`config.mk`:
```
export PLATFORM = sky130hd
export DESIGN_NAME = hsv_to_rgb_convert
export DESIGN_NICKNAME = d
export VERILOG_FILES = /design/src/hsv2rgb_pkg.sv /design/src/hsv2rgb_sector.sv /design/src/hsv2rgb_mult.sv /design/src/hsv2rgb_divide.sv /design/src/hsv_to_rgb_convert.sv
export SDC_FILE = /design/constraint.sdc
export NUM_CORES = 2
export LEC_CHECK = 0
export BUFFER_PORTS_ARGS = -buffer_cell sky130_fd_sc_hd__buf_2
export CORE_MARGIN = 10
export CORE_UTILIZATION = 30
export DETAILED_ROUTE_END_ITERATION = 6
export PLACE_DENSITY = 0.5
export SYNTH_ARGS = -nofsm -noshare
export SYNTH_HDL_FRONTEND = slang
export SYNTH_HIERARCHICAL = 1
export SYNTH_SLANG_ARGS = --single-unit
export TNS_END_PERCENT = 10
```
`constraint.sdc`:
```
create_clock -name clk -period 14.8 [get_ports clk]
set_input_delay 1.48 -clock clk [delete_from_list [all_inputs] [get_ports clk]]
set_output_delay 1.48 -clock clk [all_outputs]
set_load 0.01 [all_outputs]
```
`src/hsv2rgb_pkg.sv`:
```
`default_nettype none
// ----------------------------------------------------------------------------
// hsv2rgb_pkg
// Shared constants, sector codes and stage records for the HSV to RGB pipe.
// ----------------------------------------------------------------------------
package hsv2rgb_pkg;

  localparam int unsigned HUE_W = 9;
  localparam int unsigned CH_W  = 8;
  localparam int unsigned REM_W = 6;
  localparam int unsigned FAC_W = 14;
  localparam int unsigned XP_W  = 16;
  localparam int unsigned XQ_W  = 22;
  localparam int unsigned XD_W  = 20;

  localparam logic [HUE_W-1:0] HUE_WRAP   = 9'd360;
  localparam logic [HUE_W-1:0] DEG_SECTOR = 9'd60;
  localparam logic [CH_W-1:0]  FULL_SCALE = 8'd255;
  localparam logic [FAC_W-1:0] FINE_SCALE = 14'd15300;

  // x/255 for 16-bit x: (x * 0x8081) >> 23, exact over the whole range
  localparam logic [15:0] P_RECIP = 16'h8081;
  localparam int unsigned P_SHIFT = 23;

  // x/15300 = (x>>2)/3825; floor reciprocal is exact or one short
  localparam logic [20:0] QT_RECIP   = 21'd1122867;
  localparam logic [11:0] QT_DIVISOR = 12'd3825;
  localparam int unsigned QT_SHIFT   = 32;

  typedef enum logic [2:0] {
    SEC_R_Y = 3'd0,
    SEC_Y_G = 3'd1,
    SEC_G_C = 3'd2,
    SEC_C_B = 3'd3,
    SEC_B_M = 3'd4,
    SEC_M_R = 3'd5
  } sector_t;

  typedef struct packed {
    logic             grey;
    sector_t          sector;
    logic [REM_W-1:0] rem;
    logic [CH_W-1:0]  sat;
    logic [CH_W-1:0]  val;
  } sec_t;

  typedef struct packed {
    logic             grey;
    sector_t          sector;
    logic [CH_W-1:0]  val;
    logic [CH_W-1:0]  np;
    logic [FAC_W-1:0] nq;
    logic [FAC_W-1:0] nt;
  } fac_t;

  typedef struct packed {
    logic            grey;
    sector_t         sector;
    logic [CH_W-1:0] val;
    logic [XP_W-1:0] xp;
    logic [XQ_W-1:0] xq;
    logic [XQ_W-1:0] xt;
  } prd_t;

  typedef struct packed {
    logic            grey;
    sector_t         sector;
    logic [CH_W-1:0] val;
    logic [CH_W-1:0] p;
    logic [CH_W-1:0] q0;
    logic [CH_W-1:0] t0;
    logic [XD_W-1:0] xq;
    logic [XD_W-1:0] xt;
  } quo_t;

endpackage
`default_nettype wire

```
`src/hsv2rgb_sector.sv`:
```
`default_nettype none
// ----------------------------------------------------------------------------
// hsv2rgb_sector
// Stage 1: hue wrap, sector and remainder within the sector.
// ----------------------------------------------------------------------------
module hsv2rgb_sector (
  input  logic                            clk,
  input  logic                            rst_n,
  input  logic                            en,
  input  logic                            in_vld,
  input  logic [hsv2rgb_pkg::HUE_W-1:0]   hue,
  input  logic [hsv2rgb_pkg::CH_W-1:0]    sat,
  input  logic [hsv2rgb_pkg::CH_W-1:0]    val,
  output logic                            vld_r,
  output hsv2rgb_pkg::sec_t               sec_r
);

  localparam logic [hsv2rgb_pkg::HUE_W-1:0] B1 = hsv2rgb_pkg::DEG_SECTOR;
  localparam logic [hsv2rgb_pkg::HUE_W-1:0] B2 = 9'(2 * hsv2rgb_pkg::DEG_SECTOR);
  localparam logic [hsv2rgb_pkg::HUE_W-1:0] B3 = 9'(3 * hsv2rgb_pkg::DEG_SECTOR);
  localparam logic [hsv2rgb_pkg::HUE_W-1:0] B4 = 9'(4 * hsv2rgb_pkg::DEG_SECTOR);
  localparam logic [hsv2rgb_pkg::HUE_W-1:0] B5 = 9'(5 * hsv2rgb_pkg::DEG_SECTOR);

  logic [hsv2rgb_pkg::HUE_W-1:0] h;
  logic [hsv2rgb_pkg::HUE_W-1:0] base;
  hsv2rgb_pkg::sector_t          sector;
  hsv2rgb_pkg::sec_t             sec_nxt;

  always_comb begin
    // 360..511 fold back onto 0..151
    h = (hue >= hsv2rgb_pkg::HUE_WRAP) ? hue - hsv2rgb_pkg::HUE_WRAP : hue;
    if (h >= B5) begin
      sector = hsv2rgb_pkg::SEC_M_R;
      base   = B5;
    end else if (h >= B4) begin
      sector = hsv2rgb_pkg::SEC_B_M;
      base   = B4;
    end else if (h >= B3) begin
      sector = hsv2rgb_pkg::SEC_C_B;
      base   = B3;
    end else if (h >= B2) begin
      sector = hsv2rgb_pkg::SEC_G_C;
      base   = B2;
    end else if (h >= B1) begin
      sector = hsv2rgb_pkg::SEC_Y_G;
      base   = B1;
    end else begin
      sector = hsv2rgb_pkg::SEC_R_Y;
      base   = '0;
    end
    sec_nxt.grey   = (sat == '0);
    sec_nxt.sector = sector;
    sec_nxt.rem    = hsv2rgb_pkg::REM_W'(h - base);
    sec_nxt.sat    = sat;
    sec_nxt.val    = val;
  end

  always_ff @(posedge clk) begin
    if (!rst_n) begin
      vld_r <= 1'b0;
    end else if (en) begin
      vld_r <= in_vld;
    end
  end

  always_ff @(posedge clk) begin
    if (en) begin
      sec_r <= sec_nxt;
    end
  end

endmodule
`default_nettype wire

```
`src/hsv2rgb_mult.sv`:
```
`default_nettype none
// ----------------------------------------------------------------------------
// hsv2rgb_mult
// Stages 2 and 3: saturation factors, then scaling by the value channel.
// ----------------------------------------------------------------------------
module hsv2rgb_mult (
  input  logic              clk,
  input  logic              rst_n,
  input  logic [1:0]        en,      // [0] factor stage, [1] product stage
  input  logic              in_vld,
  input  hsv2rgb_pkg::sec_t sec,
  output logic [1:0]        vld_r,
  output hsv2rgb_pkg::prd_t prd_r
);

  hsv2rgb_pkg::fac_t                  fac_r;
  hsv2rgb_pkg::fac_t                  fac_nxt;
  hsv2rgb_pkg::prd_t                  prd_nxt;
  logic [hsv2rgb_pkg::REM_W-1:0]      rem_inv;
  logic [hsv2rgb_pkg::FAC_W-1:0]      s_rem;
  logic [hsv2rgb_pkg::FAC_W-1:0]      s_inv;

  always_comb begin
    rem_inv = hsv2rgb_pkg::REM_W'(hsv2rgb_pkg::DEG_SECTOR) - sec.rem;
    s_rem   = {6'd0, sec.sat} * {8'd0, sec.rem};
    s_inv   = {6'd0, sec.sat} * {8'd0, rem_inv};
    fac_nxt.grey   = sec.grey;
    fac_nxt.sector = sec.sector;
    fac_nxt.val    = sec.val;
    fac_nxt.np     = hsv2rgb_pkg::FULL_SCALE - sec.sat;
    fac_nxt.nq     = hsv2rgb_pkg::FINE_SCALE - s_rem;
    fac_nxt.nt     = hsv2rgb_pkg::FINE_SCALE - s_inv;
  end

  always_comb begin
    prd_nxt.grey   = fac_r.grey;
    prd_nxt.sector = fac_r.sector;
    prd_nxt.val    = fac_r.val;
    prd_nxt.xp     = {8'd0, fac_r.val} * {8'd0, fac_r.np};
    prd_nxt.xq     = {14'd0, fac_r.val} * {8'd0, fac_r.nq};
    prd_nxt.xt     = {14'd0, fac_r.val} * {8'd0, fac_r.nt};
  end

  always_ff @(posedge clk) begin
    if (!rst_n) begin
      vld_r <= '0;
    end else begin
      if (en[0]) vld_r[0] <= in_vld;
      if (en[1]) vld_r[1] <= vld_r[0];
    end
  end

  always_ff @(posedge clk) begin
    if (en[0]) fac_r <= fac_nxt;
    if (en[1]) prd_r <= prd_nxt;
  end

endmodule
`default_nettype wire

```
`src/hsv2rgb_divide.sv`:
```
`default_nettype none
// ----------------------------------------------------------------------------
// hsv2rgb_divide
// Stages 4 and 5: reciprocal division, one-step correction, channel order.
// ----------------------------------------------------------------------------
module hsv2rgb_divide (
  input  logic                          clk,
  input  logic                          rst_n,
  input  logic [1:0]                    en,      // [0] quotient, [1] output
  input  logic                          in_vld,
  input  hsv2rgb_pkg::prd_t             prd,
  output logic [1:0]                    vld_r,
  output logic [hsv2rgb_pkg::CH_W-1:0]  red_r,
  output logic [hsv2rgb_pkg::CH_W-1:0]  green_r,
  output logic [hsv2rgb_pkg::CH_W-1:0]  blue_r
);

  hsv2rgb_pkg::quo_t              quo_r;
  hsv2rgb_pkg::quo_t              quo_nxt;
  logic [31:0]                    p_prod;
  logic [40:0]                    q_prod;
  logic [40:0]                    t_prod;
  logic [hsv2rgb_pkg::XD_W-1:0]   q_back;
  logic [hsv2rgb_pkg::XD_W-1:0]   t_back;
  logic [hsv2rgb_pkg::XD_W-1:0]   q_res;
  logic [hsv2rgb_pkg::XD_W-1:0]   t_res;
  logic [hsv2rgb_pkg::CH_W-1:0]   q;
  logic [hsv2rgb_pkg::CH_W-1:0]   t;
  logic [hsv2rgb_pkg::CH_W-1:0]   red_nxt;
  logic [hsv2rgb_pkg::CH_W-1:0]   green_nxt;
  logic [hsv2rgb_pkg::CH_W-1:0]   blue_nxt;

  always_comb begin
    p_prod = {16'd0, prd.xp} * {16'd0, hsv2rgb_pkg::P_RECIP};
    q_prod = {21'd0, prd.xq[hsv2rgb_pkg::XQ_W-1:2]} * {20'd0, hsv2rgb_pkg::QT_RECIP};
    t_prod = {21'd0, prd.xt[hsv2rgb_pkg::XQ_W-1:2]} * {20'd0, hsv2rgb_pkg::QT_RECIP};
    quo_nxt.grey   = prd.grey;
    quo_nxt.sector = prd.sector;
    quo_nxt.val    = prd.val;
    quo_nxt.p      = p_prod[hsv2rgb_pkg::P_SHIFT +: hsv2rgb_pkg::CH_W];
    quo_nxt.q0     = q_prod[hsv2rgb_pkg::QT_SHIFT +: hsv2rgb_pkg::CH_W];
    quo_nxt.t0     = t_prod[hsv2rgb_pkg::QT_SHIFT +: hsv2rgb_pkg::CH_W];
    quo_nxt.xq     = prd.xq[hsv2rgb_pkg::XQ_W-1:2];
    quo_nxt.xt     = prd.xt[hsv2rgb_pkg::XQ_W-1:2];
  end

  always_comb begin
    // estimate is exact or one short; remainder check fixes it
    q_back = {12'd0, quo_r.q0} * {8'd0, hsv2rgb_pkg::QT_DIVISOR};
    t_back = {12'd0, quo_r.t0} * {8'd0, hsv2rgb_pkg::QT_DIVISOR};
    q_res  = quo_r.xq - q_back;
    t_res  = quo_r.xt - t_back;
    q = (q_res >= {8'd0, hsv2rgb_pkg::QT_DIVISOR}) ? quo_r.q0 + 8'd1 : quo_r.q0;
    t = (t_res >= {8'd0, hsv2rgb_pkg::QT_DIVISOR}) ? quo_r.t0 + 8'd1 : quo_r.t0;

    case (quo_r.sector)
      hsv2rgb_pkg::SEC_R_Y: begin
        red_nxt = quo_r.val; green_nxt = t;         blue_nxt = quo_r.p;
      end
      hsv2rgb_pkg::SEC_Y_G: begin
        red_nxt = q;         green_nxt = quo_r.val; blue_nxt = quo_r.p;
      end
      hsv2rgb_pkg::SEC_G_C: begin
        red_nxt = quo_r.p;   green_nxt = quo_r.val; blue_nxt = t;
      end
      hsv2rgb_pkg::SEC_C_B: begin
        red_nxt = quo_r.p;   green_nxt = q;         blue_nxt = quo_r.val;
      end
      hsv2rgb_pkg::SEC_B_M: begin
        red_nxt = t;         green_nxt = quo_r.p;   blue_nxt = quo_r.val;
      end
      default: begin
        red_nxt = quo_r.val; green_nxt = quo_r.p;   blue_nxt = q;
      end
    endcase

    if (quo_r.grey) begin
      red_nxt   = quo_r.val;
      green_nxt = quo_r.val;
      blue_nxt  = quo_r.val;
    end
  end

  always_ff @(posedge clk) begin
    if (!rst_n) begin
      vld_r <= '0;
    end else begin
      if (en[0]) vld_r[0] <= in_vld;
      if (en[1]) vld_r[1] <= vld_r[0];
    end
  end

  always_ff @(posedge clk) begin
    if (en[0]) quo_r <= quo_nxt;
    if (en[1]) begin
      red_r   <= red_nxt;
      green_r <= green_nxt;
      blue_r  <= blue_nxt;
    end
  end

endmodule
`default_nettype wire

```
`src/hsv_to_rgb_convert.sv`:
```
`default_nettype none
// ----------------------------------------------------------------------------
// hsv_to_rgb_convert
// HSV to RGB pixel converter, five-stage pipeline.
// ----------------------------------------------------------------------------
// Converts one pixel per clock while in_stall is low: a new transaction is taken
// every such cycle and passes through the pipeline stages in order (sector split,
// saturation factors, value products, reciprocal division, correction and
// channel order), each of which registers it, before it sits on the outputs.
// Each stage holds only while the stage after it is full and stalled, so a
// stalled output fills the pipe before in_stall rises and gaps in the input
// stream are squeezed out. Hue values from 360 up wrap back by 360; zero
// saturation gives grey at the value level.
module hsv_to_rgb_convert (
  input  logic                            clk,
  input  logic                            rst_n,
  input  logic                            in_valid,
  output logic                            in_stall,
  input  logic [hsv2rgb_pkg::HUE_W-1:0]   in_hue,
  input  logic [hsv2rgb_pkg::CH_W-1:0]    in_saturation,
  input  logic [hsv2rgb_pkg::CH_W-1:0]    in_brightness,
  output logic                            out_valid,
  input  logic                            out_stall,
  output logic [hsv2rgb_pkg::CH_W-1:0]    out_red,
  output logic [hsv2rgb_pkg::CH_W-1:0]    out_green,
  output logic [hsv2rgb_pkg::CH_W-1:0]    out_blue
);

  logic              vld1;
  logic [1:0]        vld23;
  logic [1:0]        vld45;
  logic [5:1]        en;
  hsv2rgb_pkg::sec_t sec;
  hsv2rgb_pkg::prd_t prd;

  // a stage loads when empty or when the next one moves on
  always_comb begin
    en[5] = !vld45[1] || !out_stall;
    en[4] = !vld45[0] || en[5];
    en[3] = !vld23[1] || en[4];
    en[2] = !vld23[0] || en[3];
    en[1] = !vld1     || en[2];
  end

  assign in_stall  = !en[1];
  assign out_valid = vld45[1];

  hsv2rgb_sector u_sector (
    .clk    (clk),
    .rst_n  (rst_n),
    .en     (en[1]),
    .in_vld (in_valid),
    .hue    (in_hue),
    .sat    (in_saturation),
    .val    (in_brightness),
    .vld_r  (vld1),
    .sec_r  (sec)
  );

  hsv2rgb_mult u_mult (
    .clk    (clk),
    .rst_n  (rst_n),
    .en     (en[3:2]),
    .in_vld (vld1),
    .sec    (sec),
    .vld_r  (vld23),
    .prd_r  (prd)
  );

  hsv2rgb_divide u_divide (
    .clk     (clk),
    .rst_n   (rst_n),
    .en      (en[5:4]),
    .in_vld  (vld23[1]),
    .prd     (prd),
    .vld_r   (vld45),
    .red_r   (out_red),
    .green_r (out_green),
    .blue_r  (out_blue)
  );

endmodule
`default_nettype wire

```
# == Word level (Yosys, flattened, before mapping) ==
# Cells that the tools add are included.
# totals
reg_bits,251
input_bits,29
out_inout_bits,26
# op_classes
addsub,10
n_mul,10
n_lt_le_gt_ge,8
eq_ne,4
muxes,18
n_reduce_logical,19
# op_table
op,count
$mul A20 B21 Y40 const B,2
$pmux W8 S3,3
$mul A8 B14 Y22,2
$ge A20 B12 Y1 const B,2
$mul A8 B12 Y20 const B,2
$mux W8,5
$sub A20 B20 Y20,2
$mul A16 B16 Y31 const B,1
$mux W6,5
$mul A8 B6 Y14,2
$sub A14 B14 Y14 const A,2
$ge A9 B8 Y1 const B,2
$ge A9 B9 Y1 const B,2
$add A8 B1 Y8 const B,2
$mul A8 B8 Y16,1
$reduce_or A2 Y1,5
$ge A9 B6 Y1 const B,1
$ge A9 B7 Y1 const B,1
$mux W9,1
$sub A9 B9 Y9 const B,1
$logic_not A8 Y1,1
$sub A8 B8 Y8 const A,1
$logic_not A1 Y1,7
$eq A3 B2 Y1 const B,2
8 further kinds,14

# == Logic depth before layout (Yosys ltp) ==
# depth
depth_word,9
depth_mapped,25
depth_no_buf,25

# == By module ==
# Netlist, hierarchy kept.
# by_module_without_submodules
module,n_inst,cells_per_inst,area_per_inst_um2,seq_area_each_um2
hsv2rgb_divide,1,2059,20838.7,3042.9
hsv2rgb_mult,1,1616,16087.9,3583.4
hsv2rgb_sector,1,106,1385.1,800.8
hsv_to_rgb_convert,1,8,42.5,0.0

# == Worst setup path before layout ==
# No wires, ideal clock.
# synth_path
path_type,flip-flop to flip-flop
startpoint,register u_divide/quo_r[46] in the netlist's numbering
endpoint,register u_divide/blue_r[5] in the netlist's numbering (data pin)
t_arrival_ns,5.891
required_time_ns,14.541
setup_slack_ns,8.650
stages_incl_launch_ff,21
n_path_buf,1
synth_period_minus_slack_ns,6.150
cell_sequence,edfxtp_1 > inv_1 > fa_1 > fa_1 > fa_1 > inv_1 > fa_1 > inv_1 > ha_1 > clkbuf_1 > and3_1 > a221o_1 > a21oi_1 > o211ai_1 > a21o_1 > a2111oi_0 > nand3_1 > and4_1 > o21bai_1 > a21oi_1 > o31a_1
# synth_via
elab_chain_len,6
# synth_lines
element,line_no,rtl
from (decl),hsv2rgb_divide.sv:18,hsv2rgb_pkg::quo_t quo_r;
from (signal assigned),hsv2rgb_divide.sv:94,if (en[0]) quo_r <= quo_nxt;
$mul A8 B12 Y20,hsv2rgb_divide.sv:50,"t_back = {12'd0, quo_r.t0} * {8'd0, hsv2rgb_pkg::QT_DIVISOR};"
$sub A20 B20 Y20,hsv2rgb_divide.sv:52,t_res = quo_r.xt - t_back;
$ge A20 B12 Y1,hsv2rgb_divide.sv:54,"t = (t_res >= {8'd0, hsv2rgb_pkg::QT_DIVISOR}) ? quo_r.t0 + 8'd1 : quo_r.t0;"
$mux W8,hsv2rgb_divide.sv:54,
$pmux W8 S3,hsv2rgb_divide.sv:56,case (quo_r.sector)
$mux W8,hsv2rgb_divide.sv:77,if (quo_r.grey) begin
named net u_divide.blue_nxt (one bit),hsv2rgb_divide.sv:31,logic [hsv2rgb_pkg::CH_W-1:0] blue_nxt;
to (signal assigned),hsv2rgb_divide.sv:98,blue_r <= blue_nxt;
to (decl),hsv2rgb_divide.sv:15,output logic [hsv2rgb_pkg::CH_W-1:0] blue_r
# The timed path passes the listed nets, and every way through them passes these cells.
# A chain may end at the register's enable or synchronous reset.

# == Final worst setup path ==
# layout_path
startpoint,register u_divide/quo_r[40] in the netlist's numbering
endpoint,register u_divide/blue_r[5] in the netlist's numbering (data pin)
# layout_via
elab_chain_len,6
# layout_lines
element,line_no
$mul A8 B12 Y20,hsv2rgb_divide.sv:50
$sub A20 B20 Y20,hsv2rgb_divide.sv:52
$ge A20 B12 Y1,hsv2rgb_divide.sv:54
$mux W8 *,hsv2rgb_divide.sv:54
$pmux W8 S3 *,hsv2rgb_divide.sv:56
$mux W8 *,hsv2rgb_divide.sv:77
named net u_divide.blue_nxt (one bit),hsv2rgb_divide.sv:31
# Mark *: on every way through the listed nets, which the timed path passes. The rest lies on a longest branch.

==> run summary <==
Clock Root Buffer - clkbuf_16
Most common cell after layout, fill and taps aside - inv_1
Placed Area - 40,400 sq um
Drt total wl - 83,300 um
Post-CTS Setup Repair Bufs - 0
Syn Std Cell Area - 38,300 sq um
Final Hold Violating Endpoints - 0
ANT nets after route - 0
Largest net degree at the start of global routing - 79
Worst min-delay path category - reg2reg
Max frequency - 146 MHz
Setup violators final - 0
Area grow syn2layout - 8.54%
Status - complete, no violations
Pre-antenna DRT Iters - 5
Syn Area/Cell - 10.1 sq um
Post-DP HPWL - 68,500 um
N_diodes - 0
Syn nets - 5,041
Initial Util - 0.303
Clock sink count - 246
Slew Viols, Final - 0
Initial antenna violation count - 4
Via density - 4.58
WP data required - 15.10 ns
Crit path launch type - register
Min-delay src - u_sector/sec_r[2]
Fin util - 0.329
Final instance area - 41,500 sq um
H-Tree Level Count - 2
Maximum capacitance violations - 0
Grt ovf - 0
Commonest non-fill, non-tap cells in the layout - inv_1 (852), ha_1 (756), fa_1 (472)
Post-placement worst setup slack - 7.95 ns
Worst Max-Slew Pin Slew - 1.19 ns
First-pass GRT wire length - 140,000 um
Share of layout cells above drive strength 1 - 0.0456
Vias in the first global route - 26.6k
Reg clk slew, reported paths - 0.06 ns
Synth Warn # - 6
Crit Path Class - reg2reg
Routability Congestion - 0.836
Unrepaired setup endpoints after global routing - false
Element type at the critical path end - register
Worst Path Max Fanout - 10
Avg WL per Cell - 15.1 um
Chip Height - 377 um
CTS Buf Count - 34
Row cnt - 130
1st-iter DRT viols - 1,328
CTS tree - yes
Arr. time, crit path - 7.16 ns
Crit share post-route - 0.463
GRT Overall Usage - 0.119
Setup ws final - 7.95 ns
DRC - 0
Worst-Skew Late Latency - 0.56 ns
Critical Path Source - u_divide/quo_r[40]
Final min period - 6.85 ns
Hold_buf cts - 0
Maximum clock insertion buffer count - 3
Critical R2R Launch - u_divide/quo_r[40]
Die width - 377 um
PostCTS Resize Cnt - 0
Post-layout net count - 5,087
I/O pin count - 55
Core Box Area - 126,000 sq um
Setup TNS - 0 ns
Rel. slew slack - 0.204
Die area - 142,000 sq um
IO Port Bufs - 54
Cell count after synthesis - 3,784
Vias - 25.2k
Setup Skew - 0.0171 ns
-- metrics by stage --
step           std cells  hold WS (ns)
2_1_floorplan       3784         0.400
3_3_place_gp        5444         0.401
3_5_place_dp        5444         0.405
4_1_cts             5506         0.418
5_1_grt             5506         0.424
6_report            5506         0.417
-- worst paths after layout --
kind	end	slack, ns	cells past startpoint
hold / removal	u_mult/fac_r[38]	0.42	0
setup / recovery	u_divide/blue_r[5]	7.95	21
hold reg to reg	u_mult/fac_r[38]	0.42	0
setup reg to reg	u_divide/blue_r[5]	7.95	21
-- sequential cells by signal, summed over array words and instances (netlist names) --
signal            cells
u_sector/sec_r       26
u_mult/prd_r         68
u_divide/blue_r       8
u_mult/fac_r         47
u_divide/quo_r       76
u_divide/green_r      8
u_divide/vld_r        2
u_sector/vld_r        1
u_mult/vld_r          2
u_divide/red_r        8
-- metal layers --
metal,track usage,up-vias,share of wire
met1,0.179,12400,0.53
met2,0.182,338,0.42
met5,0,-,0
met3,0.0169,58,0.036
met4,0.0185,0,0.012
li1,-,12500,-
-- layout make-up --
type | count | area, sq um
inverter | 853 | 3200
multi-input combinational | 2628 | 27400
clock buffer | 39 | 891
timing repair buffer | 67 | 368
sequential | 246 | 7340
fill | 12900 | 84500
tap | 1650 | 2060
clock inverter | 23 | 210
-- worst max-delay path, cell delays in order, from the launching register on --
cell and delay (ns):
edfxtp_1 0.61, inv_1 0.22, fa_1 0.55, inv_1 0.05
fa_1 0.50, inv_1 0.05, fa_1 0.47, inv_1 0.05
fa_1 0.53, inv_1 0.04, ha_1 0.36, and3_1 0.21
a221o_1 0.34, a21oi_1 0.19, o211ai_1 0.20, a21o_1 0.19
a2111oi_0 0.55, nand3_1 0.48, and4_1 0.37, o21bai_1 0.22
a21oi_1 0.10, o31a_1 0.30
Power is left out: the tool's default activity adds up to more than one toggle a clock period on the data nets, which glitch-free logic cannot reach.
